`src/rtl/core/wrt_pkg.sv`:
```
// Shared types, result codes and default sizes of the window reassembly tracker.
// Depends on nothing; every other file imports it.
package wrt_pkg;

    // default sizes of the receive window
    localparam int DEF_WINDOW_BYTES  = 4096;
    localparam int DEF_CHUNK_BYTES   = 512;
    localparam int DEF_REQUEST_BATCH = 8;

    // most requests one tick may raise
    localparam int MAX_REQUESTS = 8;

    // request opcodes
    localparam logic OP_DATA = 1'b0;
    localparam logic OP_TICK = 1'b1;

    // result kinds
    localparam logic [1:0] KIND_REJECT = 2'd0;
    localparam logic [1:0] KIND_ACCEPT = 2'd1;
    localparam logic [1:0] KIND_FLUSH  = 2'd2;
    localparam logic [1:0] KIND_REQ    = 2'd3;

    // classified request handed from front to back
    typedef struct packed {
        logic        opcode;
        logic [30:0] start;
        logic [30:0] len;
        logic        bad;
    } cmd_t;

    // one result item
    typedef struct packed {
        logic [1:0]  kind;
        logic [30:0] position;
        logic [30:0] length;
        logic        finished;
        logic        last;
    } res_t;

    // status of the back part seen by the front
    typedef struct packed {
        logic clearing;
    } back_stat_t;

endpackage

```
`src/rtl/core/wrt_outq.sv`:
```
// Result queue between the back part and the result ports.
// Depends on wrt_pkg.
module wrt_outq
    import wrt_pkg::*;
(
    input  logic clk,
    input  logic rst_n,
    input  logic in_push,
    input  res_t in_res,
    output logic in_full,
    output logic empty,
    input  logic pop,
    output res_t head
);

    res_t        slot_reg [2];
    logic        wr_ptr_reg;
    logic        rd_ptr_reg;
    logic [1:0]  count_reg;
    logic        take;
    logic        give;

    assign in_full = (count_reg == 2'd2);
    assign empty   = (count_reg == 2'd0);
    assign take    = in_push && !in_full;
    assign give    = pop && !empty;
    assign head    = slot_reg[rd_ptr_reg];

    // storage
    always_ff @(posedge clk)
    begin
        if (take)
        begin
            slot_reg[wr_ptr_reg] <= in_res;
        end
    end

    // pointers and fill
    always_ff @(posedge clk or negedge rst_n)
    begin
        if (!rst_n)
        begin
            wr_ptr_reg <= 1'b0;
            rd_ptr_reg <= 1'b0;
            count_reg  <= 2'd0;
        end
        else
        begin
            if (take)
            begin
                wr_ptr_reg <= !wr_ptr_reg;
            end
            if (give)
            begin
                rd_ptr_reg <= !rd_ptr_reg;
            end
            count_reg <= count_reg + 2'(take) - 2'(give);
        end
    end

endmodule

```
`config.mk`:
```
export PLATFORM = sky130hd
export DESIGN_NAME = wrt_outq
export DESIGN_NICKNAME = d
export VERILOG_FILES = /design/src/rtl/core/wrt_pkg.sv /design/src/rtl/core/wrt_outq.sv
export SDC_FILE = /design/constraint.sdc
export NUM_CORES = 1
export LEC_CHECK = 0
export ABC_CLOCK_PERIOD_IN_PS = 5200
export BUFFER_PORTS_ARGS = -buffer_cell sky130_fd_sc_hd__buf_4
export CAP_MARGIN = 20
export CELL_PAD_IN_SITES_DETAIL_PLACEMENT = 1
export CELL_PAD_IN_SITES_GLOBAL_PLACEMENT = 1
export CORE_MARGIN = 4
export CORE_UTILIZATION = 44
export CTS_BUF_LIST = sky130_fd_sc_hd__clkbuf_4 sky130_fd_sc_hd__clkbuf_8 sky130_fd_sc_hd__clkbuf_16
export CTS_CLUSTER_SIZE = 40
export DETAILED_ROUTE_END_ITERATION = 10
export GPL_ROUTABILITY_DRIVEN = 1
export PLACE_DENSITY_LB_ADDON = 0.2
export SYNTH_ARGS = -nofsm -noshare
export SYNTH_HDL_FRONTEND = slang
export SYNTH_SLANG_ARGS = --single-unit
```
`constraint.sdc`:
```
create_clock -name clk -period 5.2 [get_ports clk]
set_input_delay 0.26 -clock clk [delete_from_list [all_inputs] [get_ports clk]]
set_output_delay 0.26 -clock clk [all_outputs]
set_load 0.01 [all_outputs]
```
# After elaboration in Yosys (flattened, before gate mapping)
# Memory sizes are Yosys's and may differ from the RTL's.
# Cells that the tools add are included.
# totals
mem_bits_rw	132
n_memories	1
inputBits	70
output_inout_bits	68
register_bits	4
# classes
reduce_logical	7
n_mux	2
n_eq_ne	1
addsub	2
# memory_table
name	words	width	read_ports	rd_ports_with_merged_regs	write_ports	line_no	rtl
slot_reg	2	66	1	0	1	wrt_outq.sv:16	res_t slot_reg [2];
# ops
operator	n
logical NOT 1 bit	4
adder 2 x 1 -> 2 bit	1
== test 2 bit (second input constant)	1
logical AND 1 bit	2
logical NOT 2 bit	1
two-way mux 1 bit	2
subtractor 2 x 1 -> 2 bit	1

# Logic depth before layout (Yosys ltp)
# Gate-level depths: netlist of the first run.
# depth
depth_word	5
ltp_mapped	7
mapped_depth_nobuf	7

# Worst setup path before layout of the first run
# No wires, ideal clock.
# synth_path
kind	register -> register
from	register count_reg[1]
to	memory slot_reg[0][0] in the netlist's numbering, enable pin
required_ns	4.710
period_less_slack_ns	3.844
arrival_time_ns	3.354
path_buffers	0
stages_incl_launch_ff	4
setup_slack_ns	1.356
path_cell_list	dfrtp_1 -> nand2b_1 -> nand2_1 -> nor2_1
# synth_between
elab_chain_cells	5
# synth_lines
item	line_no	rtl
from (decl)	wrt_outq.sv:19	logic [1:0] count_reg;
from (signal assigned)	wrt_outq.sv:57	count_reg <= count_reg + 2'(take) - 2'(give);
== test 2 bit	wrt_outq.sv:23	assign in_full = (count_reg == 2'd2);
logical NOT 1 bit	wrt_outq.sv:25	assign take = in_push && !in_full;
logical AND 1 bit	wrt_outq.sv:25	
two-way mux 1 bit	wrt_outq.sv:32	if (take)
two-way mux 1 bit (implied by the code)	wrt_outq.sv:34	slot_reg[wr_ptr_reg] <= in_res;
to (decl)	wrt_outq.sv:16	
# No other way between the ends.

==> metrics.yaml, run 1 <==
outcome: "finished clean"
gr-usage-met1_pct: 19.53
path_delay_family: "flip-flops"
drc_errors: 0
fin_crit_sh_pct: 46.90
leakage_nw: 2.671
gp_congestion: 0.7208
vias: 2580
antennaDiodeCount: 0
pin_count: 138
use_met3_pct: 6.789
hold_path.class: "in2reg"
yosysTopAreaCell: "edfxtp_1"
power.density_nw_per_um2: 585.6
maxCapViolCount: 0
coreArea_sq_um: 11080
cp-end-kind: "output pin"
instances_no_fill: 527
cts_sinks: 136
area_delta_synth_final_pct: 34.72
worst-setup-path-type: "reg2out"
start_kind: "register"
top_usage_layer: "met2"
grt_overflow: 0
crit_path_top_delay_cell: "dfrtp_4"
grt_max_degree: 68
vdd_drop_max_mv: 0.2968
viasPerCell: 4.896
die_area_sq_um: 13310
fin_ws_ps: 2761
netlist_area_sq_um: 5074
wirelength_um: 9934
grt_pass1_vias: 2789
largest_register_ff_count: 132
fin_skew_ps: 8.699
ys_warn_count: 0
cts_buffers: 17
drt_iter0_markers: 91
yosys_register_bits: 136
antenna_left: 0
grt_first_pass_wirelength_um: 15140
syn_inst: 223
design_area_sq_um: 6835
setup_violations: 0
crit_buf_inv: 1
cts_tree: "done"
yosysTopAreaCellShare_pct: 78.13
dr.pass1.iters: 4
clock_path_buffers: 2
rows: 38
synth_common_cells: "132 x edfxtp_1, 36 x mux2_2, 30 x mux2_4"
crit_path_max_fanout: 67
cp.arrival_ps: 2180
hold_viol: 0
ys_seq_area_share_pct: 80.10
die_x_um: 115.4
drive_gt1_share_pct: 60.72
wire_per_inst_um: 18.85
h-tree-depth: 4
relSlewSlack_pct: 26.39
synthTopCellsByArea: "edfxtp_1 78%, mux2_4 8.9%, mux2_2 8.0%"
yosysMostFrequentCell: "edfxtp_1"
clk_latency_ps: 410
rsz0062_at_grt: "false"
cts_root_buf: "clkbuf_16"
worst_pin_slew_ps: 1104
nNetsFinal: 446
place_inst: 494
die_y_um: 115.4
initial_utilization_pct: 45.80
dpl_cell_area_sq_um: 6245
slew_viol_final: 0
synth_nets: 295
min_period_ps: 2439
grt_use_total_pct: 15.60
cts.repair.resized: 0
antenna_found_initial: 0
setup_tns_ps: 0
pre_cts_ws_ps: 2934
cts.clk_slew.worst_paths_ps: 50
critPathRequiredTime_ps: 4940
ys.flop_type: "edfxtp_1"
clock.fmax_mhz: 410.0
synthDistinctLibCells: 16
cp_cell_sequence: "mux2_2 > buf_4"
synth_edf_count: 132
hpwl_um: 6265
ys_async_sr_fraction_pct: 2.941
crit_path_max_incr_delay_ps: 1150
num-fill-cells: 962
io_buffers: 137
grtUsageMet2_pct: 24.42
avgSynthCellArea_sq_um: 22.75
cells by family after synthesis:
family	after synthesis	synth area share (%)
flip-flops	136	80.10
multiplexers	66	16.87
buffers and inverters	9	1.258
AND/OR/NAND/NOR	6	0.5921
XOR/XNOR	4	0.6906
adder cells (fa/ha/maj)	2	0.4931
path summary, 6_finish.rpt:
check                                        to          from  cells past startpoint  slack, ps
worst max-delay path                   head[14]    rd_ptr_reg                      2       2760
worst min-delay path            slot_reg[0][58]    in_res[58]                      1         40
worst max register to register   slot_reg[0][5]  count_reg[1]                      4       2970
worst min register to register     count_reg[0]  count_reg[0]                      1        540
max in group asynchronous            rd_ptr_reg         rst_n                      2       4880
min in group asynchronous          count_reg[1]         rst_n                      2        190
cell type report:
type | count | area (sq um) | share of cell area (%)
clock buffers | 20 | 447.9 | 6.553
well taps | 140 | 175.2 | 2.563
inverters | 2 | 7.507 | 0.1098
clock inverters | 12 | 132.6 | 1.940
repair buffers | 139 | 1046 | 15.30
flip-flops and latches | 136 | 4068 | 59.51
multi-input cells | 78 | 958.4 | 14.02
cells in the final DEF, fill, tap and decap left out:
| cell | instances |
|---|---|
| buf_4 | 138 |
| edfxtp_1 | 132 |
| mux2_2 | 36 |
| mux2_4 | 30 |
| clkbuf_16 | 17 |
| clkinv_1 | 4 |
| clkinv_2 | 4 |
| xnor2_1 | 3 |
| bufinv_16 | 3 |
| clkbuf_4 | 3 |
| dfrtp_1 | 3 |
| inv_1 | 2 |
| ha_1 | 2 |
| nand2b_1 | 1 |
| nand2_1 | 1 |
| nor2_4 | 1 |
| and3_4 | 1 |
| nor2_1 | 1 |
| nor2b_1 | 1 |
| xor2_1 | 1 |
| clkinvlp_4 | 1 |
| dlygate4sd3_1 | 1 |
| dfrtp_4 | 1 |
metal layers:
layer / vias up / share of wire (%)
met1: 1282 / 41
met3: 12 / 8.6
met2: 105 / 49
li1: 1181 / -
met4: 0 / 0.90
met5: - / 0
report_power, final:
group	switching, mW	leakage, nW	internal (mW)	total, mW
sequential	0.188	1.27	1.50	1.69
combinational	0.476	1.11	0.661	1.14
clock	0.414	0.288	0.758	1.17
worst register-to-register path: cells and delay by family (launching register included):
family / cells / cell delay, ps
AND/OR/NAND/NOR: 3 / 790
buffers and inverters: 1 / 640
flip-flops: 1 / 420
repair_timing:
action	in CTS	in global routing
hold buffers	1	0
endpoints found under the hold margin	4	0
buffers inserted	0	0
stage by stage:
stage                     power, mW  hold WS [ps]  util, %
final                         4.003         35.40    61.70
after global routing          4.205         13.97    61.70
after CTS                     4.062         20.13    61.70
after detailed placement      2.876         66.74    56.37
after global placement        2.840         59.85    56.37
after floorplan               2.343        -35.59        -
No activity file was read; power rests on OpenSTA's default activity.
==> run 2, diff against run 1 <==
- ABC_CLOCK_PERIOD_IN_PS: 5200 -> 2400
- clock period: 5.2 -> 2.4 ns (I/O delays scaled with it)
==> run 2 against run 1 <==
- flip-flop and latch count stayed put
- worst hold slack improved by 48 ps
- core utilization is 6.6 points higher
- combinational power rose to 2.5 times the previous value
- power increased by 120%
- clock skew is 0.81 ps higher
- cell area up 11%
- register-to-register slack got worse by 2300 ps
- clock-buffer cell count is 2 lower
- final cell count grew 13%
- sequential share of layout area shrank 5.8 points
- critical path type unchanged
- critical endpoint is now head[7]
- largest power group unchanged
==> metrics.yaml, run 2 (synthesis gave the netlist of run 1 again) <==
wire_per_inst_um: 19.32  # was 18.85 um
cts.repair.resized: 0  # unchanged
viasPerCell: 4.769  # was 4.896
final_cell_mix: "141 x buf_4, 132 x edfxtp_1, 67 x dlygate4sd3_1"  # was 138 x buf_4, 132 x edfxtp_1, 36 x mux2_2
maxCapViolCount: 0  # unchanged
initial_utilization_pct: 45.80  # unchanged
worst_pin_slew_ps: 450.0  # was 1104 ps
relSlewSlack_pct: 70.00  # was 26.39%
grt_pass1_vias: 3270  # was 2789
drive_gt1_share_pct: 52.18  # was 60.72%
hpwl_um: 7114  # was 6265 um
wirelength_um: 11550  # was 9934 um
h-tree-depth: 4  # unchanged
die_y_um: 115.4  # unchanged
r2r_slack_ps: 720  # was 2970 ps
path_delay_family: "flip-flops"  # unchanged
cp_cell_sequence: "buf_4 > mux2_2 > buf_4"  # was mux2_2 > buf_4
cts_tree: "done"  # unchanged
dr.pass1.iters: 5  # was 4
antennaDiodeCount: 0  # unchanged
fin_skew_ps: 9.508  # was 8.699 ps
critPathRequiredTime_ps: 2280  # was 4940 ps
hold_viol: 0  # unchanged
crit_buf_inv: 2  # was 1
clock.fmax_mhz: 502.2
rsz0062_at_grt: "false"  # unchanged
cts_hold_buf: 67  # was 1
antenna_left: 0  # unchanged
antenna_found_initial: 0  # unchanged
nNetsFinal: 518  # was 446
leakage_nw: 2.981  # was 2.671 nW
start_kind: "register"  # unchanged
crit_path_max_incr_delay_ps: 600  # was 1150 ps
mostFrequentLayoutCell: "buf_4"  # unchanged
io_buffers: 137  # unchanged
outcome: "finished clean"  # unchanged
setup_tns_ps: 0  # unchanged
grt_max_degree: 38  # was 68
coreArea_sq_um: 11080  # unchanged
use_met3_pct: 5.947  # was 6.789%
vdd_drop_max_mv: 0.6033  # was 0.2968 mV
drc_errors: 0  # unchanged
rows: 38  # unchanged
vias: 2852  # was 2580
grtUsageMet2_pct: 32.60  # was 24.42%
cts.clk_slew.worst_paths_ps: 50  # about the same
cts_buffers: 17  # unchanged
pin_count: 138  # unchanged
grt_overflow: 0  # unchanged
cp_common_cell: "buf_4"
crit_path_top_delay_cell: "dfrtp_4"  # unchanged
cp.arrival_ps: 1870  # was 2180 ps
cp-end-kind: "output pin"  # unchanged
slew_viol_final: 0  # unchanged
grt_first_pass_wirelength_um: 17820  # was 15140 um
power.density_nw_per_um2: 1170  # was 585.6 nW/um^2
crit_path_max_fanout: 19  # was 67
grt_use_total_pct: 18.37  # was 15.60%
cts_sinks: 136  # unchanged
instances_no_fill: 598  # was 527
drt_iter0_markers: 140  # was 91
worst-setup-path-type: "reg2out"  # unchanged
largest_register_ff_count: 132  # unchanged
gp_congestion: 0.6724  # was 0.7208
fin_ws_ps: 408.7  # was 2761 ps
setup_violations: 0  # unchanged
place_inst: 500  # was 494
gr-usage-met1_pct: 21.27  # was 19.53%
die_area_sq_um: 13310  # unchanged
min_period_ps: 1991
area_delta_synth_final_pct: 49.15  # was 34.72%
top_usage_layer: "met2"  # unchanged
fin_crit_sh_pct: 82.97
clk_latency_ps: 400  # was 410 ps
cts_root_buf: "clkbuf_16"  # unchanged
die_x_um: 115.4  # unchanged
postCtsSetupRepairBufs: 0  # unchanged
hold_path.class: "in2async"  # was in2reg
clock_path_buffers: 2  # unchanged
pre_cts_ws_ps: 706.8  # was 2934 ps
[run 2: layer usage]
metal  vias up  part of all wire [%]
li1       1322                     -
met1      1412                    38
met2       107                    54
met3        11                   7.0
met4         0                  0.66
met5         -                     0
[run 2: where the power goes]
| part | leakage (nW) | total, mW | internal [mW] | switching [mW] |
|---|---|---|---|---|
| clock | 0.280 | 2.51 | 1.61 | 0.896 |
| combinational | 1.43 | 2.87 | 1.58 | 1.29 |
| sequential | 1.27 | 3.48 | 3.26 | 0.223 |
| total | 2.98 | 8.86 | 6.44 | 2.41 |
[run 2: area by class of cell]
| type | instances | area (sq um) |
|---|---|---|
| Clock buffer | 18 | 432.9 |
| Tap cell | 140 | 175.2 |
| Fill cell | 933 | 3511 |
| Sequential cell | 136 | 4068 |
| Timing Repair Buffer | 211 | 1789 |
| Clock inverter | 13 | 136.4 |
| Multi-Input combinational cell | 78 | 958.4 |
| Inverter | 2 | 7.507 |
[run 2: per-stage QoR]
stage                     util (%)  total power [mW]  hold WS (ps)  cell area, sq um
final                        68.31             8.855         83.54              7567
after global routing         68.31             9.298         75.43              7567
after CTS                    68.31             8.930         44.77              7567
after detailed placement     57.12             6.326        -80.38              6327
after global placement       57.12             6.237        -81.39              6327
after floorplan                  -             5.054        -175.6              5082
[run 2: path summary, 6_finish.rpt]
kind | from | depth (start not counted) | to
worst max-delay path | rd_ptr_reg | 3 | head[7]
worst min-delay path | rst_n | 2 | rd_ptr_reg
worst max register to register | count_reg[1] | 4 | slot_reg[0][41]
worst min register to register | count_reg[1] | 1 | count_reg[1]
max in group asynchronous | rst_n | 2 | rd_ptr_reg
min in group clk | in_push | 3 | wr_ptr_reg
==> run 3, diff against run 2 <==
- ABC_AREA: unset -> 1
- ABC_CLOCK_PERIOD_IN_PS: 2400 -> 2000
- CORE_UTILIZATION: 44 -> 41
- clock period: 2.4 -> 2 ns (I/O delays scaled with it)
==> run 3 against run 2 <==
- combinational power up 28%
- power grew 25%
- clock power increased by 34%
- global-route usage rose by 0.95 points
- final cell count increased by 30%
- sequential share of layout area decreased by 0.25 points
- register-to-register slack got worse by 260 ps
- core utilization shrank 5.3 points
- clock-buffer cell count stayed put
==> metrics.yaml, run 3 <==
syn_inst: 379  # was 223
die_x_um: 119.0  # was 115.4 um
postCtsSetupRepairBufs: 0  # unchanged
synth_edf_count: 132  # unchanged
cts.clk_slew.worst_paths_ps: 60  # was 50 ps
dr.pass1.iters: 4  # was 5
drt_iter0_markers: 209  # was 140
worst-setup-path-type: "reg2out"  # unchanged
synth_compound_area_share_pct: 0  # unchanged
antenna_found_initial: 0  # unchanged
synth_common_cells: "211 x nand2_1, 132 x edfxtp_1, 10 x inv_1"  # was 132 x edfxtp_1, 36 x mux2_2, 30 x mux2_4
die_y_um: 119.0  # was 115.4 um
yosysTopAreaCellShare_pct: 78.45  # was 78.13%
hold_path.class: "in2async"  # unchanged
drc_errors: 0  # unchanged
gp_congestion: 0.7285  # was 0.6724
power.density_nw_per_um2: 1461  # was 1170 nW/um^2
min_period_ps: 1769
rsz0062_at_grt: "false"  # unchanged
area_delta_synth_final_pct: 50.40  # was 49.15%
highest-signal-layer: "met4"  # unchanged
synth_top_family_by_area: "simple AND/OR/NAND/NOR gates"  # was multiplexers
synthSimpleGateAreaFrac_pct: 16.05  # was 0.5919%
netlist_area_sq_um: 5052  # was 5074 sq um
cts_tree: "done"  # unchanged
slew_viol_final: 0  # unchanged
synth_fa_ha_area_share_pct: 0.4953  # was 0.4932%
fin_crit_sh_pct: 88.46
final_cell_mix: "211 x nand2_1, 141 x buf_4, 132 x edfxtp_1"  # was 141 x buf_4, 132 x edfxtp_1, 67 x dlygate4sd3_1
cp-end-kind: "output pin"  # unchanged
vias: 3521  # was 2852
hpwl_um: 7556  # was 7114 um
hold_viol: 0  # unchanged
ys_async_sr_fraction_pct: 2.941  # unchanged
yosysTopAreaCell: "edfxtp_1"  # unchanged
synthTopCellsByArea: "edfxtp_1 78%, nand2_1 16%, dfrtp_1 2.0%"  # was edfxtp_1 78%, mux2_4 8.9%, mux2_2 8.0%
clock.fmax_mhz: 565.2
ys_seq_area_share_pct: 80.44  # was 80.10%
grt_use_total_pct: 19.32  # was 18.37%
drive_gt1_share_pct: 29.00  # was 52.18%
viasPerCell: 4.543  # was 4.769
largest_register_ff_count: 132  # unchanged
synth_nets: 451  # was 295
clk_latency_ps: 390  # was 400 ps
synth_xor_area_share_pct: 0  # was 0.6905%
relSlewSlack_pct: 68.16  # was 70.00%
die_area_sq_um: 14160  # was 13310 sq um
yosysMostFrequentCell: "nand2_1"  # was edfxtp_1
outcome: "finished clean"  # unchanged
leakage_nw: 3.266  # was 2.981 nW
setup_violations: 0  # unchanged
reg2regPathDepth: 4  # unchanged
clock_path_buffers: 2  # unchanged
pre_cts_ws_ps: 502.3  # was 706.8 ps
grt_first_pass_wirelength_um: 21060  # was 17820 um
critPathRequiredTime_ps: 1900  # was 2280 ps
setup_tns_ps: 0  # unchanged
nNetsFinal: 667  # was 518
synth.area.mux_share_pct: 0  # was 16.87%
initial_utilization_pct: 41.89  # was 45.80%
crit_end: "head[47]"  # was head[7]
rr_startpoint: "wr_ptr_reg"  # was count_reg[1]
vdd_drop_max_mv: 0.7735  # was 0.6033 mV
rows: 40  # was 38
pin_count: 138  # unchanged
worst_pin_slew_ps: 477.6  # was 450.0 ps
avgSynthCellArea_sq_um: 13.33  # was 22.75 sq um
cts_sinks: 136  # unchanged
route.met2.wl_um: 7420  # was 6244 um
wl_met1_um: 5270  # was 4423 um
r2r-end: "slot_reg[0][3]"  # was slot_reg[0][41]
critPathLaunch: "rd_ptr_reg"  # unchanged
maxCapViolCount: 0  # unchanged
synthDistinctLibCells: 11  # was 16
grt_overflow: 0  # unchanged
grt_pass1_vias: 4032  # was 3270
start_kind: "register"  # unchanged
cts_buffers: 17  # unchanged
r2r_slack_ps: 460  # was 720 ps
io_buffers: 137  # unchanged
fin_skew_ps: 11.01  # was 9.508 ps
fin_ws_ps: 230.7  # was 408.7 ps
h-tree-depth: 4  # unchanged
crit_path_max_fanout: 43  # was 19
routed-wl-met3_um: 496  # was 807 um
ys.flop_type: "edfxtp_1"  # unchanged
antennaDiodeCount: 0  # unchanged
antenna_left: 0  # unchanged
wire_per_inst_um: 17.14  # was 19.32 um
cts_root_buf: "clkbuf_16"  # unchanged
mostFrequentLayoutCell: "nand2_1"  # was buf_4
wirelength_um: 13290  # was 11550 um
grt_max_degree: 68  # was 38
cp.arrival_ps: 1670  # was 1870 ps
coreArea_sq_um: 12060  # was 11080 sq um
ys_warn_count: 0  # unchanged
yosys_register_bits: 136  # unchanged
-- run 3: kinds of logic (layout without fill, tap and decap cells) --
kind of cell / count (synthesis) / in the layout
buf+inv: 26 / 254
fa+ha+maj: 2 / 2
flops: 136 / 136
simple gates: 215 / 215
-- run 3: stage by stage --
stage	util [%]	power (mW)	std cells	hold WS [ps]	instance area, sq um
detailed placement	52.09	7.710	676	-93.69	6282
CTS	63.00	11.21	775	21.75	7599
finish	63.00	11.10	775	46.65	7599
global placement	52.09	7.581	676	-96.61	6282
global route	63.00	11.74	775	46.89	7599
floorplan	-	5.937	379	-195.6	5064
-- run 3: cell type report --
type / instances / area [sq um]
fill: 1205 / 4463
sequential: 136 / 4065
timing repair buffer: 212 / 1799
multi-input combinational: 217 / 843.3
clock buffer: 18 / 432.9
tap: 168 / 210.2
clock inverter: 13 / 202.7
inverter: 11 / 45.04
-- run 3: what timing repair did --
action,in CTS,in global routing
hold buffers,68,0
resized for setup,0,0
hold endpoints to repair,137,0
-- run 3: worst max-delay path: stages (launching register included) --
cell and delay, ps:
dfrtp_2 430, inv_2 60, buf_4 400, nand2_1 110, nand2_1 120, buf_4 130
-- run 3: how the worst min path moves through the flow --
| stage | cells after the start | end | slack [ps] |
|---|---|---|---|
| 2_1_floorplan | 0 | count_reg[0] | -200 |
| 3_5_place_dp | 1 | count_reg[0] | -90 |
| 3_3_place_gp | 1 | count_reg[0] | -100 |
| 6_report | 2 | count_reg[1] | 50 |
| 4_1_cts | 2 | count_reg[0] | 20 |
| 5_1_grt | 2 | count_reg[1] | 50 |
-- run 3: where the power goes --
part	leakage, nW	total [mW]	internal, mW	switching [mW]
clock network	0.303	3.36	2.22	1.14
registers	1.28	4.07	3.89	0.177
logic	1.69	3.68	1.50	2.17
-- run 3: routing by layer --
metal | vias to the layer above | track usage, %
met5 | - | 0
met4 | 0 | 4.996
met3 | 6 | 5.033
met2 | 85 | 36.10
met1 | 1731 | 21.74
li1 | 1699 | -
