<file path="src/rtl/core/wrt_pkg.sv">
// Shared types, result codes and default sizes of the window reassembly tracker.
// Depends on nothing; every other file imports it.
package wrt_pkg;

    // default sizes of the receive window
    localparam int DEF_WINDOW_BYTES  = 4096;
    localparam int DEF_CHUNK_BYTES   = 512;
    localparam int DEF_REQUEST_BATCH = 8;

    // most requests one tick may raise
    localparam int MAX_REQUESTS = 8;

    // request opcodes
    localparam logic OP_DATA = 1'b0;
    localparam logic OP_TICK = 1'b1;

    // result kinds
    localparam logic [1:0] KIND_REJECT = 2'd0;
    localparam logic [1:0] KIND_ACCEPT = 2'd1;
    localparam logic [1:0] KIND_FLUSH  = 2'd2;
    localparam logic [1:0] KIND_REQ    = 2'd3;

    // classified request handed from front to back
    typedef struct packed {
        logic        opcode;
        logic [30:0] start;
        logic [30:0] len;
        logic        bad;
    } cmd_t;

    // one result item
    typedef struct packed {
        logic [1:0]  kind;
        logic [30:0] position;
        logic [30:0] length;
        logic        finished;
        logic        last;
    } res_t;

    // status of the back part seen by the front
    typedef struct packed {
        logic clearing;
    } back_stat_t;

endpackage

</file>
<file path="src/rtl/core/wrt_front.sv">
// Front part: takes requests, does the header checks that need no state and
// queues them for the back part. Depends on wrt_pkg.
module wrt_front
    import wrt_pkg::*;
(
    input  logic        clk,
    input  logic        rst_n,
    input  logic        push,
    output logic        full,
    input  logic        opcode,
    input  logic [30:0] chunk_start,
    input  logic [30:0] chunk_length,
    input  logic [12:0] payload_length,
    input  logic        sender_matches,
    input  logic        header_ok,
    input  back_stat_t  stat,
    output logic        cmd_valid,
    output cmd_t        cmd,
    input  logic        cmd_pop
);

    cmd_t        slot_reg [2];
    logic        wr_ptr_reg;
    logic        rd_ptr_reg;
    logic [1:0]  count_reg;
    logic        take;
    cmd_t        cls;

    // stateless classification
    always_comb
    begin
        cls.opcode = opcode;
        cls.start  = chunk_start;
        cls.len    = chunk_length;
        cls.bad    = !sender_matches || !header_ok || (chunk_length == 31'd0) ||
                     ({18'd0, payload_length} != chunk_length);
    end

    assign full      = (count_reg == 2'd2) || stat.clearing;
    assign take      = push && !full;
    assign cmd_valid = (count_reg != 2'd0);
    assign cmd       = slot_reg[rd_ptr_reg];

    // two-entry request queue
    always_ff @(posedge clk)
    begin
        if (take)
        begin
            slot_reg[wr_ptr_reg] <= cls;
        end
    end

    always_ff @(posedge clk or negedge rst_n)
    begin
        if (!rst_n)
        begin
            wr_ptr_reg <= 1'b0;
            rd_ptr_reg <= 1'b0;
            count_reg  <= 2'd0;
        end
        else
        begin
            if (take)
            begin
                wr_ptr_reg <= !wr_ptr_reg;
            end
            if (cmd_pop && cmd_valid)
            begin
                rd_ptr_reg <= !rd_ptr_reg;
            end
            count_reg <= count_reg + 2'(take) - 2'(cmd_pop && cmd_valid);
        end
    end

endmodule

</file>
<file path="config.mk">
export PLATFORM = sky130hd
export DESIGN_NAME = wrt_front
export DESIGN_NICKNAME = d
export VERILOG_FILES = /design/src/rtl/core/wrt_pkg.sv /design/src/rtl/core/wrt_front.sv
export SDC_FILE = /design/constraint.sdc
export NUM_CORES = 1
export LEC_CHECK = 0
export BUFFER_PORTS_ARGS = -buffer_cell sky130_fd_sc_hd__buf_2
export CAP_MARGIN = 40
export CORE_MARGIN = 10
export CORE_UTILIZATION = 34
export DETAILED_ROUTE_END_ITERATION = 10
export SYNTH_ARGS = -nofsm -noshare
export SYNTH_HDL_FRONTEND = slang
export SYNTH_SLANG_ARGS = --single-unit
</file>
<file path="constraint.sdc">
create_clock -name clk -period 4.7 [get_ports clk]
set_input_delay 0.235 -clock clk [delete_from_list [all_inputs] [get_ports clk]]
set_output_delay 0.235 -clock clk [all_outputs]
set_load 0.01 [all_outputs]
</file>
## After elaboration in Yosys (flattened, before gate mapping)

Memories as Yosys holds them, arrays and structs flattened.
Index checks and enable logic that the tools add are counted.

| storage, ports and cells | value |
|---|---|
| bits in registers | 4 |
| bits in writable memories | 128 |
| output and inout bits | 66 |
| logic and storage cells | 23 |
| memories | 1 |

| cells by class | value |
|---|---|
| add/sub/neg operators | 2 |
| eq/ne operators | 2 |
| muxes and demuxes | 2 |
| reduce and logical (&&, ||, !) cells | 13 |

Memories:

| name | depth | bits a word | rd ports | clocked after Yosys merged registers in | write ports | line | text |
|---|---|---|---|---|---|---|---|
| slot_reg | 2 | 64 | 1 | 0 | 1 | wrt_front.sv:22 | `cmd_t slot_reg [2];` |

Operator list:

| operator | number |
|---|---|
| 31-bit logical NOT | 1 |
| 13-bit by 31-bit inequality test with 1-bit output | 1 |
| 1-bit logical NOT | 5 |
| 1-bit logical OR | 4 |
| 2-bit by 1-bit adder with 2-bit output | 1 |
| 2-bit equality test, second input constant | 1 |
| 1-bit logical AND | 2 |
| 1-bit two-way mux | 2 |
| 2-bit nonzero test | 1 |
| 2-bit by 1-bit subtractor with 2-bit output | 1 |

## Logic depth before layout (Yosys ltp)

Gate-level depths: netlist of the first run.

| depth | value |
|---|---|
| depth in word-level cells | 6 |
| gate-level depth with buffers | 8 |
| gate-level depth less buffers | 8 |

## Least setup slack after synthesis of the first run

OpenSTA, ideal clock, no wires.

| timing | value |
|---|---|
| path kind | register to register |
| start point | register count_reg[0] |
| end point | memory slot_reg[0][0] in the netlist's numbering, enable pin |
| arrival | 3.377 ns |
| setup slack | 0.836 ns |
| cell stages (with the launch flop) | 5 |
| path buffers | 0 |
| period minus slack after synthesis | 3.864 ns |
| cells stage by stage | dfrtp_1 -> inv_1 -> a21oi_1 -> nand2_1 -> nor2_1 |

| between the ends | value |
|---|---|
| longest elaborated chain between the ends | 6 |

Ends and longest elaborated chain:

| element | line | text |
|---|---|---|
| start: declaration | wrt_front.sv:25 | `logic [1:0] count_reg;` |
| start signal: assignment | wrt_front.sv:71 | `count_reg <= count_reg + 2'(take) - 2'(cmd_pop && cmd_valid);` |
| 2-bit equality test | wrt_front.sv:39 | `assign full = (count_reg == 2'd2) \|\| stat.clearing;` |
| 1-bit logical OR | wrt_front.sv:39 |  |
| 1-bit logical NOT | wrt_front.sv:40 | `assign take = push && !full;` |
| 1-bit logical AND | wrt_front.sv:40 |  |
| 1-bit two-way mux | wrt_front.sv:47 | `if (take)` |
| 1-bit two-way mux (implied by the code) | wrt_front.sv:49 | `slot_reg[wr_ptr_reg] <= cls;` |
| end: declaration | wrt_front.sv:22 |  |

No other way between the ends.

==> results of run 1 <==
## routing by layer
metal,routed length [um],up-vias,share of wire (%),global-route usage [%]
met4,111,0,1.0,4.73
met1,4510,1419,41,12.1
met3,862,9,7.9,4.77
met5,0,-,0,0
li1,-,1342,-,-
met2,5500,107,50,18.4
## placed cells by master, fill, tap and decap left out, types with 3 or more instances in the layout
cell,synthesis,layout
clkbuf_16,0,17
clkinvlp_4,0,3
nand4_1,4,4
clkinv_2,0,3
buf_4,0,3
dlygate4sd3_1,0,17
buf_2,7,148
inv_1,3,3
mux2_1,50,50
mux2_2,14,14
dfrtp_1,4,3
clkinv_1,0,5
xnor2_1,14,14
xor2_1,3,3
edfxtp_1,128,128
nor4_1,5,5
## worst register-to-register path, delay by kind of cell, from the launching register on
kind	cells	cell delay, ns
buffers and inverters	1	0.58
AOI/OAI and AO/OA	1	0.22
and+or+nand+nor	1	0.72
DFF	1	0.40
## per-stage QoR
| step | total power, mW | hold WS (ns) | cells | instance area [um2] |
|---|---|---|---|---|
| 2_1_floorplan | 2.07 | -0.0606 | 249 | 5030 |
| 3_3_place_gp | 2.43 | 0.0434 | 577 | 6000 |
| 3_5_place_dp | 2.46 | 0.0443 | 578 | 6030 |
| 4_1_cts | 3.71 | 0.000793 | 627 | 6750 |
| 5_1_grt | 3.82 | 0.00780 | 627 | 6750 |
| 6_report | 3.63 | 0.0216 | 627 | 6750 |
## cell families (layout without fill, tap and decap cells)
group,after synthesis,count (layout)
DFF,132,132
AOI/OAI and AO/OA,1,1
adders and majority gates,2,2
and+or+nand+nor,23,23
muxes,64,64
buffers and inverters,10,204
xor gates and xnor gates,17,17
## where the power goes
part,switching (mW),internal [mW]
combinational,0.457,0.396
clock,0.451,0.766
sequential,0.0879,1.47
## cell type report
type	instances	area [um2]	share of cell area (%)
clock buffers	19	433	6.42
inverters	3	11.3	0.167
repair buffers	169	961	14.2
flip-flops and latches	132	3950	58.5
multi-input cells	107	1050	15.6
clock inverters	13	116	1.72
well taps	184	230	3.41
## worst paths after layout
check,startpoint,to
max in group asynchronous,rst_n,rd_ptr_reg
min in group asynchronous,rst_n,count_reg[0]
worst max-delay path,rd_ptr_reg,cmd[26]
worst min register to register,count_reg[1],count_reg[1]
worst min-delay path,chunk_start[0],slot_reg[0][32]
worst max register to register,count_reg[1],slot_reg[1][22]
==> impl_results.md, run 1 <==
- CP required: 4.47 ns
- Final Core Density: 46.4%
- Final hold vios: 0
- H-tree depth: 4
- Worst-path clk slew: 0.05 ns
- Crit path max-delay family: flip-flops
- Inserted Clock Buffers: 17
- Status: finished, final reports clean
- Cells after synthesis: 249
- Max IR drop VDD: 212 uV
- Total I/O pin count: 149
- Post-CTS setup buffer count: 0
- Flops & latches, synth: 132
- Nets: 515
- Mean routed wirelength per cell: 17.5 um
- Register area share after synthesis: 78.4%
- Max Buffers Root-to-Sink: 2
- Vias per cell: 4.59
- Final setup fails: 0
- Synth area leaders: edfxtp_1 (76%), mux2_1 (11%), mux2_2 (3.1%)
- Top cell type's share of synthesized area: 76.4%
- Top cell type by total area after synthesis: edfxtp_1
- Vias post-DR: 2877
- Initial Util: 34.6%
- CTS root buf: clkbuf_16
- Die area: 20100 um2
- Fillers: 1299
- Worst path depth: 3
- DIE WIDTH: 142 um
- CTS tree: built
- Total GRT Usage: 11.1%
- Post-synth top flop: edfxtp_1
- Tightest Pin Transition: 0.747 ns
- Fin crit period: 2.57 ns
- Syn nets: 334
- Crit start category: flip-flop
- Pre-CTS setup slack: 2.33 ns
- RSZ-0062 raised after global routing: no
- Detailed-route DRC error count: 0
- Post-Synth XOR/XNOR Area: 2.96%
- Crit path cell chain: buf_4 > mux2_2 > buf_2
- Worst r2r path cells: 3
- YS warnings: 0
- Tightest Hold Check Type: input port to flip-flop
- Iter 0 DRT Violations: 113
- Worst endpoint data arrival time: 2.34 ns
- Die Span Y: 142 um
- Most common cell in the synthesized netlist: edfxtp_1
- Tcrit/Tclk final: 54.8%
- CP endpoint kind: primary output
- Largest family of logic cells by synthesized area: multiplexers
- Pleak: 2.51 nW
- Number of synthesized flops with an enable pin: 128
- Final setup margin: 2.13 ns
- Fmax: 389 MHz
- First-pass GRT wire length: 17.3 mm
- DRT Wirelength: 11.0 mm
- Worst Path Class, Setup: flip-flop to primary output
- Power density over the cells: 537 nW/um2
- Setup TNS: 0 ns
- IO Port Bufs: 148
- Number of nets with antenna violations after routing: 0
- FP Rows: 44
- Adder-cell share of the synthesized area: 0.497%
- Largest net degree at the start of global routing: 37
- Layout cells sized above 1: 44.2%
- Total grt overflow: 0
- Syn avg cell area: 20.2 um2
- GPL Wtd Cong: 0.739
- Vias in the first global route: 3360
- Detailed placement HPWL: 7.74 mm
- Post-synthesis mux area share: 14.3%
- Max_slew headroom: 50.2%
- Number of flip-flops under the largest register name: 128
- Initial antenna violation count: 0
- Clock latency on the worst-skew pair: 0.41 ns
- Clock skew: 0.00818 ns
- Pre-antenna DRT Iters: 4
- Core ar.: 14500 um2
- Synth top cells by count: edfxtp_1 (128), mux2_1 (50), mux2_2 (14), xnor2_1 (14), buf_2 (7)
- N_diodes: 0
- # clock sinks: 132
- Compound-gate portion of the synthesized area: 0.0995%
- Hold buffer count at CTS: 17
- Fin. max-slew vios: 0
- Worst path max stage delay: 0.81 ns
- Async S/R FF share, synth: 3.03%
- Peak fanout along the critical path: 36
- Resized Gates After CTS: 0
- Hold Path Stages: 1
- Simple-Gate Fraction of Synth Area: 2.83%
- Post-Syn Area: 5030 um2
- Slowest cell on crit path: dfrtp_2
- Max-cap violations: 0
- Layout area overhead: 34.1%
- Crit path buffers/inverters: 2
- Post-synth cell types: 22
- Reg2reg setup slack: 2.40 ns
No activity file was read; power rests on OpenSTA's default activity.
==> run 2, diff against run 1 <==
--- a/config.mk
+++ b/config.mk
@@ -5,6 +5,7 @@
 export SDC_FILE = /design/constraint.sdc
 export NUM_CORES = 1
 export LEC_CHECK = 0
+export ABC_AREA = 1
 export BUFFER_PORTS_ARGS = -buffer_cell sky130_fd_sc_hd__buf_2
 export CAP_MARGIN = 40
 export CORE_MARGIN = 10
==> constraint.sdc (replaced) <==
create_clock -name clk -period 2.2 [get_ports clk]
set_input_delay 0.11 -clock clk [delete_from_list [all_inputs] [get_ports clk]]
set_output_delay 0.11 -clock clk [all_outputs]
set_load 0.01 [all_outputs]
==> run 2 against run 1 <==
Clock skew barely moved. Via count is 38% higher. Largest cell class unchanged. Sequential power increased by 110%. Largest power group unchanged. Area after synthesis is 6.8% higher. Global-route usage up 1.8 points.
==> impl_results.md, run 2 <==
- Most common cell after layout, fill and taps aside: nand2_1
- Total grt overflow: 0
- Flops & latches, synth: 132
- Slowest cell on crit path: dfrtp_2
- Max IR drop VDD: 831 uV
- CP endpoint kind: primary output
- Post-synth cell types: 19
- Largest net degree at the start of global routing: 36
- RSZ-0062 raised after global routing: no
- Register area share after synthesis: 73.4%
- H-tree depth: 4
- Final setup fails: 0
- Post-CTS setup buffer count: 0
- Final setup margin: 0.344 ns
- Final hold vios: 0
- Worst path max stage delay: 0.53 ns
- Most frequent cells in the layout: nand2_1 (250), buf_2 (148), edfxtp_1 (128), dlygate4sd3_1 (65), inv_1 (34)
- Most frequent CP cell: nand2_1
- Hold buffer count at CTS: 65
- IO Port Bufs: 148
- Max-cap violations: 0
- Max Buffers Root-to-Sink: 2
- Vias per cell: 4.31
- Iter 0 DRT Violations: 235
- Mean routed wirelength per cell: 14.5 um
- Fin. max-slew vios: 0
- Worst-path clk slew: 0.05 ns
- Post-DP Area: 6360 um2
- Number of nets with antenna violations after routing: 0
- Syn avg cell area: 11.4 um2
- Tightest Pin Transition: 0.400 ns
- GPL Wtd Cong: 0.817
- Sw frac: 31.2%
- Clock latency on the worst-skew pair: 0.41 ns
- Synth top cells by count: nand2_1 (250), edfxtp_1 (128), inv_1 (34), nor2_1 (27), buf_6 (10)
- Tcrit/Tclk final: 84.4%
- Worst Path Class, Setup: flip-flop to primary output
- Final Core Density: 49.8%
- Power share of the combinational group: 28.6%
- CTS root buf: clkbuf_16
- Crit start category: flip-flop
- Top cell type's share of synthesized area: 71.5%
- DRT Wirelength: 13.3 mm
- Vias post-DR: 3965
- YS warnings: 0
- Vias in the first global route: 4333
- Status: finished, final reports clean
- Final instance area: 7650 um2
- Die area: 21200 um2
- Sequential Power Share: 37.1%
- Total GRT Usage: 12.9%
- Initial antenna violation count: 1
- Inserted Clock Buffers: 17
- Peak fanout along the critical path: 35
- Pre-CTS setup slack: 0.384 ns
- Tightest Hold Check Type: input port to async pin
- Die Span Y: 146 um
- FP Rows: 45
- # clock sinks: 132
- Number of flip-flops under the largest register name: 128
- Clock power frac: 34.3%
- Max_slew headroom: 73.3%
- Fin crit period: 1.86 ns
- Detailed-route DRC error count: 0
- Async S/R FF share, synth: 3.03%
- Detailed placement HPWL: 9.27 mm
- Most common cell in the synthesized netlist: nand2_1
- Pint: 6.06 mW
- Final hold slack: 0.0362 ns
- Syn nets: 555
- Power density over the cells: 1150 nW/um2
- Pre-antenna DRT Iters: 4
- Number of synthesized flops with an enable pin: 128
- Crit path cell chain: inv_2 > buf_4 > nand2_1 > nand2_1 > buf_2
- Layout cells sized above 1: 27.1%
- Sw power: 2.75 mW
- Cells after synthesis: 470
- Fillers: 1361
- Fmax: 539 MHz
- Layout area overhead: 42.3%
- Initial Util: 35.0%
- Core ar.: 15400 um2
- First-pass GRT wire length: 21.8 mm
- Post-Syn Area: 5380 um2
- Nets: 781
- Post-synth top flop: edfxtp_1
- DIE WIDTH: 146 um
- Total I/O pin count: 149
- Resized Gates After CTS: 0
- CTS tree: built
- Pleak: 3.40 nW
- Clock skew: 0.00801 ns
- Top cell type by total area after synthesis: edfxtp_1
- Worst r2r path cells: 5
- CP required: 2.09 ns
- Worst endpoint data arrival time: 1.75 ns
- Synth area leaders: edfxtp_1 (71%), nand2_1 (17%), inv_1 (2.4%)
- Setup TNS: 0 ns
==> run 2: cell count changes in the layout (fill, tap and decap cells not counted), sizes merged, moves of 5 or more <==
cell	before	now
xnor2	14	2
dlygate4sd3	17	65
nor2	2	27
mux2	64	0
nor4	5	0
inv	3	35
nand2	1	251
==> run 2: logic make-up after synthesis <==
kind of cell | Yosys count | share of synthesized area (%)
buffers and inverters | 49 | 5.26
adder cells (fa/ha/maj) | 2 | 0.465
AND/OR/NAND/NOR | 283 | 20.1
flip-flops | 132 | 73.4
XOR/XNOR | 4 | 0.791
==> run 2: final cells by class <==
| type | instances | area [um2] | area share, % |
|---|---|---|---|
| antenna | 1 | 2.50 | 0.0327 |
| clock buffer | 18 | 429 | 5.61 |
| clock inverter | 14 | 210 | 2.75 |
| inverter | 35 | 131 | 1.72 |
| multi-input combinational | 289 | 1160 | 15.2 |
| sequential | 132 | 3950 | 51.6 |
| tap | 211 | 264 | 3.45 |
| timing repair buffer | 221 | 1500 | 19.6 |
==> run 2: stage by stage <==
step	cells	power (mW)
after floorplan	470	4.86
after global placement	823	5.76
after detailed placement	823	5.83
after CTS	920	8.95
after global routing	921	9.37
final	921	8.81
==> run 2: path summary, 6_finish.rpt <==
path	from	end	slack (ns)
setup reg to reg	count_reg[0]	slot_reg[1][20]	0.43
hold / removal	rst_n	count_reg[1]	0.04
hold reg to reg	count_reg[0]	count_reg[0]	0.57
setup / recovery	rd_ptr_reg	cmd[2]	0.34
min in group clk	payload_length[5]	slot_reg[0][0]	0.20
max in group asynchronous	rst_n	rd_ptr_reg	2.03
==> run 2: metal layers <==
| layer | vias to the layer above | GRT usage [%] | share of wire (%) |
|---|---|---|---|
| li1 | 1969 | - | - |
| met1 | 1856 | 14.5 | 43 |
| met2 | 130 | 21.6 | 49 |
| met3 | 10 | 5.43 | 7.3 |
| met4 | 0 | 3.79 | 1.0 |
| met5 | - | 0 | 0 |
==> run 2: power groups by stage <==
stage | registers (mW) | logic, mW | clock network [mW]
global placement | 3.31 | 2.45 | 0
global route | 3.31 | 2.86 | 3.20
CTS | 3.28 | 2.60 | 3.08
detailed placement | 3.33 | 2.50 | 0
floorplan | 3.27 | 1.59 | 0
finish | 3.27 | 2.52 | 3.02
==> run 2: critical path: cells and delay by family, from the launching register on <==
| kind | cells | cell delay (ns) |
|---|---|---|
| AND/OR/NAND/NOR | 2 | 0.20 |
| flip-flops | 1 | 0.53 |
| buffers and inverters | 3 | 0.58 |
==> run 3, diff against run 2 <==
==> constraint.sdc (replaced) <==
create_clock -name clk -period 1.8 [get_ports clk]
set_input_delay 0.09 -clock clk [delete_from_list [all_inputs] [get_ports clk]]
set_output_delay 0.09 -clock clk [all_outputs]
set_load 0.01 [all_outputs]
==> run 3 against run 2 <==
Flip-flop and latch count stayed put. Register-to-register slack worse by 0.15 ns. Power is 23% higher. Clock-buffer cell count is 1 lower. Critical endpoint is now cmd[35]. Global-route usage is 0.41 points lower. Wire length is 1.5% lower. Clock skew is 0.0041 ns higher. Largest power group unchanged. Critical path depth stayed put. Cell count is 0.11% lower. Worst setup slack worse by 0.23 ns. Critical path type unchanged. Hold slack better by 0.0031 ns. Clock power is 22% higher. Largest cell class unchanged.
==> impl_results.md, run 3 (synthesized netlist as in run 2, its figures left out) <==
- Final setup fails: 0
- Fmax: 594 MHz
- Fin. max-slew vios: 0
- Worst r2r path cells: 7
- Pint: 7.48 mW
- Number of nets with antenna violations after routing: 0
- H-tree depth: 4
- Non-Filler Instances: 920
- Fin crit period: 1.68 ns
- Iter 0 DRT Violations: 187
- Max Buffers Root-to-Sink: 2
- Worst Path Class, Setup: flip-flop to primary output
- Most frequent cells in the layout: nand2_1 (249), buf_2 (148), edfxtp_1 (128), dlygate4sd3_1 (66), inv_1 (34)
- Inserted Clock Buffers: 17
- Die Span Y: 146 um
- Clock latency on the worst-skew pair: 0.42 ns
- Die area: 21200 um2
- Status: finished, final reports clean
- Final setup margin: 0.116 ns
- Pre-antenna DRT Iters: 4
- Initial antenna violation count: 0
- Vias in the first global route: 4134
- Hold Path Stages: 3
- Crit start category: flip-flop
- Worst r2r src: count_reg[1]
- CTS root buf: clkbuf_16
- RSZ-0062 raised after global routing: no
- Hold Path Sink: wr_ptr_reg
- Vias per cell: 4.28
- Detailed-route DRC error count: 0
- Most common cell after layout, fill and taps aside: nand2_1
- Detailed placement HPWL: 8.75 mm
- CP required: 1.71 ns
- FP Rows: 45
- Layout cells sized above 1: 27.5%
- Dpl cells: 822
- Clock power frac: 33.8%
- Initial Util: 35.0%
- Tcrit/Tclk final: 93.5%
- CTS tree: built
- # clock sinks: 132
- Power density over the cells: 1410 nW/um2
- Worst endpoint data arrival time: 1.59 ns
- Clock skew: 0.0121 ns
- Total design power: 10.8 mW
- Layout area overhead: 43.2%
- First-pass GRT wire length: 21.3 mm
- Post-CTS setup buffer count: 0
- Tightest Pin Transition: 0.299 ns
- Sequential Power Share: 36.5%
- Max_slew headroom: 80.1%
- Tightest Hold Check Type: input port to flip-flop
- Power share of the combinational group: 29.7%
- DRT Wirelength: 13.1 mm
- Max IR drop VDD: 673 uV
- Setup TNS: 0 ns
- Core ar.: 15400 um2
- Reg2Reg Capture Point: count_reg[1]
- Total grt overflow: 0
- Worst Min Path Start: push
- Fillers: 1339
- Max-cap violations: 0
- Peak fanout along the critical path: 30
- Final hold vios: 0
- DIE WIDTH: 146 um
- N_diodes: 0
- Sw power: 3.36 mW
- Nets: 781
- Worst-path clk slew: 0.05 ns
- Total GRT Usage: 12.4%
- IO Port Bufs: 148
- Sw frac: 31.0%
- Number of flip-flops under the largest register name: 128
- CP endpoint kind: primary output
- Total I/O pin count: 149
- Largest net degree at the start of global routing: 65
- Pleak: 3.44 nW
- Mean routed wirelength per cell: 14.3 um
- Vias post-DR: 3936
- Pre-CTS setup slack: 0.292 ns
- GPL Wtd Cong: 0.793
- Reg2reg setup slack: 0.28 ns
## run 3: changes by cell type in the layout (fill, tap and decap cells not counted), sizes merged
cell and change:
buf -1, dlygate4sd3 +1, clkbuf -1, clkinvlp -3, inv -1, clkinv +5, diode -1
## run 3: routing by layer
layer | share of wire (%) | up-vias | GRT usage [%] | wire, um
li1 | - | 1972 | - | -
met1 | 42 | 1820 | 14.1 | 5570
met2 | 49 | 135 | 20.7 | 6480
met3 | 7.3 | 9 | 4.97 | 959
met4 | 0.92 | 0 | 4.60 | 121
met5 | 0 | - | 0 | 0
## run 3: final cells by class
| type | count | area (um2) | share of cell area (%) |
|---|---|---|---|
| flip-flops and latches | 132 | 3950 | 51.2 |
| clock buffers | 17 | 425 | 5.52 |
| inverters | 35 | 133 | 1.72 |
| well taps | 211 | 264 | 3.43 |
| multi-input cells | 289 | 1180 | 15.3 |
| repair buffers | 221 | 1540 | 20.0 |
| clock inverters | 15 | 213 | 2.76 |
## run 3: critical path: stages (launching register included)
cell	delay, ns
dfrtp_2	0.39
clkinv_2	0.24
buf_12	0.26
nand2_1	0.07
nand2_1	0.08
buf_2	0.15
## run 3: power groups by stage
stage	sequential (mW)	combinational (mW)	clock, mW
2_1_floorplan	3.99	1.97	0
5_1_grt	3.98	3.63	3.89
3_3_place_gp	4.00	3.15	0
3_5_place_dp	4.02	3.20	0
6_report	3.95	3.22	3.67
4_1_cts	3.95	3.32	3.75
## run 3: worst max-delay path by stage
stage | cells after the start | slack, ns | end | from
2_1_floorplan | 3 | -0.19 | slot_reg[0][0] | count_reg[1]
3_3_place_gp | 7 | 0.32 | count_reg[1] | count_reg[1]
3_5_place_dp | 7 | 0.29 | count_reg[1] | count_reg[1]
4_1_cts | 5 | 0.02 | cmd[35] | rd_ptr_reg
5_1_grt | 5 | 0.0007 | cmd[11] | rd_ptr_reg
6_report | 5 | 0.12 | cmd[35] | rd_ptr_reg
## run 3: through the flow
step	instance area [um2]	util, %	hold slack (ns)
after CTS	7700	50.1	0.0160
after floorplan	5410	-	-0.206
after global placement	6400	41.6	-0.0975
final	7700	50.1	0.0393
after global routing	7700	50.1	0.0410
after detailed placement	6400	41.6	-0.0960
## run 3: timing repair
action / CTS / global route
setup endpoints to repair: 0 / 30
endpoints found under the hold margin: 131 / 0
resized for setup: 0 / 1
hold buffers: 66 / 0
